$ cat src/hdl/bro_pkg.sv
`timescale 1ns / 1ps
package bro_pkg;

    localparam int PIX_W      = 8;
    localparam int SIZE_W     = 7;
    localparam int ROW_BITS_W = 64;
    localparam int ROW_NUM_W  = 6;
    localparam int CFG_W      = 4;

    localparam logic [PIX_W-1:0] INK_LEVEL = 8'd1;

    typedef struct packed {
        logic [PIX_W-1:0]  pixel;
        logic [SIZE_W-1:0] image_rows;
        logic [SIZE_W-1:0] image_cols;
        logic              last_pixel;
    } bro_in_t;

    typedef struct packed {
        logic [ROW_BITS_W-1:0] row_bits;
        logic [ROW_NUM_W-1:0]  row_number;
        logic                  last_row;
    } bro_out_t;

    typedef struct packed {
        logic              go;
        logic [SIZE_W-1:0] height;
        logic [SIZE_W-1:0] width;
        logic [SIZE_W-1:0] filled;
    } bro_glyph_t;

endpackage

$ cat src/hdl/bro_loader.sv
`timescale 1ns / 1ps
module bro_loader #(
    parameter int MAX_ROWS = 64,
    parameter int MAX_COLS = 64
) (
    input  logic                          aclk,
    input  logic                          aresetn,
    input  logic                          s_valid,
    output logic                          s_ready,
    input  bro_pkg::bro_in_t              s_data,
    input  logic                          busy,
    output logic                          wr_en,
    output logic [(MAX_ROWS > 1 ? $clog2(MAX_ROWS) : 1)-1:0] wr_addr,
    output logic [MAX_COLS-1:0]           wr_data,
    output bro_pkg::bro_glyph_t           glyph
);
    import bro_pkg::*;

    localparam int ROW_AW = (MAX_ROWS > 1) ? $clog2(MAX_ROWS) : 1;
    localparam int RCW    = $clog2(MAX_ROWS + 1);
    localparam int CAW    = (MAX_COLS > 1) ? $clog2(MAX_COLS) : 1;

    logic                first_reg;
    logic [SIZE_W-1:0]   height_reg;
    logic [SIZE_W-1:0]   width_reg;
    logic [RCW-1:0]      row_reg;
    logic [CAW-1:0]      col_reg;
    logic [MAX_COLS-1:0] acc_reg;

    logic                beat;
    logic [SIZE_W-1:0]   clamp_h;
    logic [SIZE_W-1:0]   clamp_w;
    logic [SIZE_W-1:0]   cur_h;
    logic [SIZE_W-1:0]   cur_w;
    logic                in_range;
    logic                row_end;
    logic                ink;
    logic [MAX_COLS-1:0] acc_base;
    logic [MAX_COLS-1:0] new_acc;

    assign s_ready = !busy;
    assign beat    = s_valid && s_ready;

    always_comb begin
        if (s_data.image_rows == '0) begin
            clamp_h = SIZE_W'(1);
        end else if (int'(s_data.image_rows) > MAX_ROWS) begin
            clamp_h = SIZE_W'(MAX_ROWS);
        end else begin
            clamp_h = s_data.image_rows;
        end
        if (s_data.image_cols == '0) begin
            clamp_w = SIZE_W'(1);
        end else if (int'(s_data.image_cols) > MAX_COLS) begin
            clamp_w = SIZE_W'(MAX_COLS);
        end else begin
            clamp_w = s_data.image_cols;
        end
        cur_h    = first_reg ? clamp_h : height_reg;
        cur_w    = first_reg ? clamp_w : width_reg;
        in_range = SIZE_W'(row_reg) < cur_h;
        row_end  = (SIZE_W'(col_reg) + SIZE_W'(1)) == cur_w;
        ink      = s_data.pixel >= INK_LEVEL;
        acc_base = first_reg ? '0 : acc_reg;
        new_acc  = acc_base | ({{(MAX_COLS-1){1'b0}}, ink} << col_reg);
    end

    assign wr_en   = beat && in_range && (row_end || s_data.last_pixel);
    assign wr_addr = row_reg[ROW_AW-1:0];
    assign wr_data = new_acc;

    assign glyph.go     = beat && s_data.last_pixel;
    assign glyph.height = cur_h;
    assign glyph.width  = cur_w;
    assign glyph.filled = in_range ? SIZE_W'(row_reg) + SIZE_W'(1) : SIZE_W'(row_reg);

    always_ff @(posedge aclk) begin
        if (!aresetn) begin
            first_reg  <= 1'b1;
            height_reg <= '0;
            width_reg  <= '0;
            row_reg    <= '0;
            col_reg    <= '0;
        end else if (beat) begin
            first_reg  <= s_data.last_pixel;
            height_reg <= cur_h;
            width_reg  <= cur_w;
            if (s_data.last_pixel) begin
                row_reg <= '0;
                col_reg <= '0;
            end else if (in_range) begin
                if (row_end) begin
                    row_reg <= row_reg + 1'b1;
                    col_reg <= '0;
                end else begin
                    col_reg <= col_reg + 1'b1;
                end
            end
        end
    end

    always_ff @(posedge aclk) begin
        if (beat && in_range) begin
            if (row_end || s_data.last_pixel) begin
                acc_reg <= '0;
            end else begin
                acc_reg <= new_acc;
            end
        end
    end

endmodule

$ cat config.mk
export PLATFORM = sky130hd
export DESIGN_NAME = bro_loader
export DESIGN_NICKNAME = d
export VERILOG_FILES = /design/src/hdl/bro_pkg.sv /design/src/hdl/bro_loader.sv
export SDC_FILE = /design/constraint.sdc
export NUM_CORES = 1
export LEC_CHECK = 0
export BUFFER_PORTS_ARGS = -buffer_cell sky130_fd_sc_hd__buf_4
export CORE_MARGIN = 2
export CORE_UTILIZATION = 45
export CTS_BUF_LIST = sky130_fd_sc_hd__clkbuf_8
export DETAILED_ROUTE_END_ITERATION = 7
export GPL_TIMING_DRIVEN = 0
export HOLD_SLACK_MARGIN = 0.02
export PLACE_DENSITY = 0.69
export SLEW_MARGIN = 0
export SYNTH_ARGS = -nofsm -noshare
export SYNTH_HDL_FRONTEND = slang
export SYNTH_SLANG_ARGS = --single-unit
$ cat constraint.sdc
create_clock -name aclk -period 12.91 [get_ports aclk]
set_clock_uncertainty 0.1 [all_clocks]
set_input_delay 0.6455 -clock aclk [delete_from_list [all_inputs] [get_ports aclk]]
set_output_delay 0.6455 -clock aclk [all_outputs]
set_load 0.05 [all_outputs]
==> key figures <==
Worst setup path
  • R2r setup slk: about 9 ns
  • CP max stage cell: nor2_4
  • Crit Reg-Reg Startpoint: first_reg
  • CP startpoint kind: flip-flop
  • Reg2Reg Capture Point: acc_reg[1]
  • CP most frequent cell: buf_16
  • Type of the worst setup path: flip-flop to output port
  • Req. time, crit path: around 12 ns
  • CP Capture Type: output port
  • Worst path cell trace: buf_2, inv_2, clkbuf_1, nor3b_1, a21oi_1, ha_1, o21a_1, o21ai_0, a31o_2, nand2_1, nor2_4, buf_16, buf_16, and2_1, buf_4
  • Crit Path Max Fanout: 28
  • Critical Path Max Stage Delay: roughly 0.77 ns
  • Crit path DAT: 4.43 ns
  • R2r worst-path depth: 13

Logic synthesis
  • Synth Flop Type: edfxtp_1
  • Synth Register Bits: 92
  • Ys async rst share: 0
  • Synth warn: 0
  • Number of flops mapped to enable cells by yosys: 64
  • Mapped Cells: roughly 530
  • Sequential area share after synthesis: 0.479
  • Net count after synthesis: 563
  • Cell area after synthesis: 5180 sq um
  • Post-synth cell types: 55
  • Mean Syn Cell Area: approximately 9.8 sq um

STA
  • Final min period: just over 5 ns
  • RSZ-0062 raised after global routing: no
  • Slew margin rel.: 0.424
  • Fin. Hold Viols: 0
  • Max Fclk: between 150 and 200 MHz
  • Final Setup Violations: 0
  • Slew Limit Fails: 0
  • Slew @ Worst Pin: 0.862 ns
  • Final Hold Slack: 0.366 ns
  • Period utilization: 0.401
  • Setup TNS: 0 ns

Floorplan
  • Initial Utilization: 0.458
  • Die footprint: approximately 12000 sq um
  • Core area: ~11000 sq um
  • Standard-cell rows: 39
  • Chip height: about 110 um
  • I/O pins: around 120
  • Die width: ~110 um

Hold path
  • Hold endpoint: height_reg[0]
  • Worst Hold Class: flip-flop to flip-flop
  • Hold_sp: height_reg[0]
  • Hold Path Depth: 2

Route
  • Routed vias: roughly 4800
  • DR vias/cell: ~5.9
  • Starting DRT DRC Count: 473
  • ANT nets after route: 0
  • Total Wirelength: roughly 15000 um
  • Routed len/inst: around 18 um
  • Residual DRC: 0
  • Detailed Routing Iterations Pass 1: 6

Clock tree
  • TritonCTS buffer count: 9
  • Worst skew pair latency: 0.38 ns
  • H-tree Lvls: 3
  • Worst-path clk slew: 0.10 ns
  • CTS root buffer: clkbuf_8
  • CTS tree: yes
  • Hold_buf cts: 0
  • CTS Sinks: 92
  • Post-CTS Setup Repair Bufs: 0
  • Post-CTS resize count: 0
  • Max Buffers Root-to-Sink: 2

Global routing
  • Grt total ovfl: 0
  • First-pass GRT wire length: approximately 24000 um
  • Initial antenna violation count: 0
  • Number of global-route vias before repair: roughly 4600
  • Total GRT Usage: 0.237
  • Largest net degree at the start of global routing: 29

Place
  • Routability cong.: 0.844
  • Post-DP HPWL: 10900 um
  • Port Buf Inserts: 120

Cells and area
  • Final Net Count: 696
  • Share of cells above drive strength 1: 0.234
  • Antenna cells: 0
  • Number of flip-flops in the largest register: 64
  • Area Overhead vs Synth: 26.7%

Flow run
  • Max cap viols: 0

Power
  • P_leak: roughly 2.9 nW
  • P per Cell Area: 108 nW/um^2
  • Power Total: 0.707 mW
  • Max VDD drop: 0.0676 mV

Outcome
  • Status: completed
## metal layers
layer	wire length, um	vias up	track usage
li1	-	2250	-
met1	6400	2290	0.310
met2	7090	199	0.383
met3	1130	18	0.0525
met4	208	0	0.100
met5	0	-	0
## kinds of logic (layout without fill, tap and decap cells)
logic type,Yosys count,in the layout,synth area share
flops,92,92,0.479
compound gates,132,132,0.204
mux,3,3,0.00579
fa+ha+maj,8,8,0.0193
xor+xnor,11,11,0.0212
buf+inv,71,209,0.0582
simple gates,211,211,0.212
## critical path, delay by kind of cell (launching register included)
| kind | cells | cell delay [ns] |
|---|---|---|
| flip-flops | 1 | 0.31 |
| buffers and inverters | 6 | 1.46 |
| adder cells (fa/ha/maj) | 1 | 0.28 |
| AO/OA/AOI/OAI | 4 | 0.68 |
| AND/OR/NAND/NOR | 4 | 1.30 |
## per-stage QoR
step | area (sq um) | util | setup slack (ns) | std cells
2_1_floorplan | 5180 | - | 6.77 | 528
3_3_place_gp | 6260 | 0.553 | 5.32 | 791
3_5_place_dp | 6320 | 0.559 | 8.12 | 793
4_1_cts | 6560 | 0.580 | 7.73 | 809
5_1_grt | 6560 | 0.580 | 7.39 | 809
6_report | 6560 | 0.580 | 7.73 | 809
## Yosys cell counts (3+ instances only)
library cell	instances	share of area
xor2_1	6	0.010
clkbuf_1	36	0.026
xnor2_1	4	0.0068
ha_1	8	0.019
a31oi_1	5	0.0060
a22oi_1	3	0.0043
a22o_1	3	0.0051
nor4_1	3	0.0036
nor2b_1	4	0.0048
nand3_1	18	0.017
o22ai_1	6	0.0072
buf_2	4	0.0039
and2_1	6	0.0072
o211ai_1	6	0.0087
buf_4	6	0.0087
nor2_1	35	0.025
nand2b_1	6	0.0072
nor3_1	7	0.0068
nand2_1	48	0.035
inv_1	20	0.014
a21oi_1	10	0.0097
mux2i_1	3	0.0058
edfxtp_1	64	0.37
and3_1	66	0.080
a211oi_1	14	0.020
o2bb2ai_1	63	0.11
dfxtp_1	28	0.11
and3b_1	3	0.0051
o21a_1	3	0.0043
a21o_1	4	0.0058
## worst max path at each step
| stage | startpoint | to | slack [ns] | cells past startpoint |
|---|---|---|---|---|
| 2_1_floorplan | first_reg | wr_en | 6.77 | 13 |
| 3_3_place_gp | first_reg | wr_en | 5.32 | 13 |
| 3_5_place_dp | first_reg | wr_en | 8.12 | 15 |
| 4_1_cts | first_reg | wr_en | 7.73 | 15 |
| 5_1_grt | first_reg | wr_en | 7.39 | 15 |
| 6_report | first_reg | wr_en | 7.73 | 15 |
## area by class of cell
cell class	count	area, sq um
fill	997	4760
sequential	92	2480
multi-input combinational	365	2410
timing repair buffer	122	956
buffer	47	211
tap	143	179
clock buffer	9	124
clock inverter	7	115
inverter	24	90.1
## power breakdown
part / switching [mW] / internal [mW] / total (mW)
sequential: 0.00460 / 0.328 / 0.333
clock: 0.108 / 0.128 / 0.236
combinational: 0.0940 / 0.0443 / 0.138
total: 0.207 / 0.501 / 0.707
## cells in the final DEF, fill, tap and decap left out, types with 4 or more instances in the layout
cell type,instances
nor2_1,34
clkbuf_1,36
xnor2_1,4
inv_1,20
edfxtp_1,64
o22ai_1,6
nand2_1,48
a31oi_1,5
and3_1,66
dfxtp_1,28
clkbuf_8,9
a21oi_1,10
buf_2,4
xor2_1,6
nand2b_1,6
and2_1,6
nor3_1,7
a211oi_1,14
nor2b_1,4
o2bb2ai_1,63
nand3_1,18
buf_4,126
ha_1,8
o211ai_1,6
a21o_1,4
(Power assumes the default switching activity.)
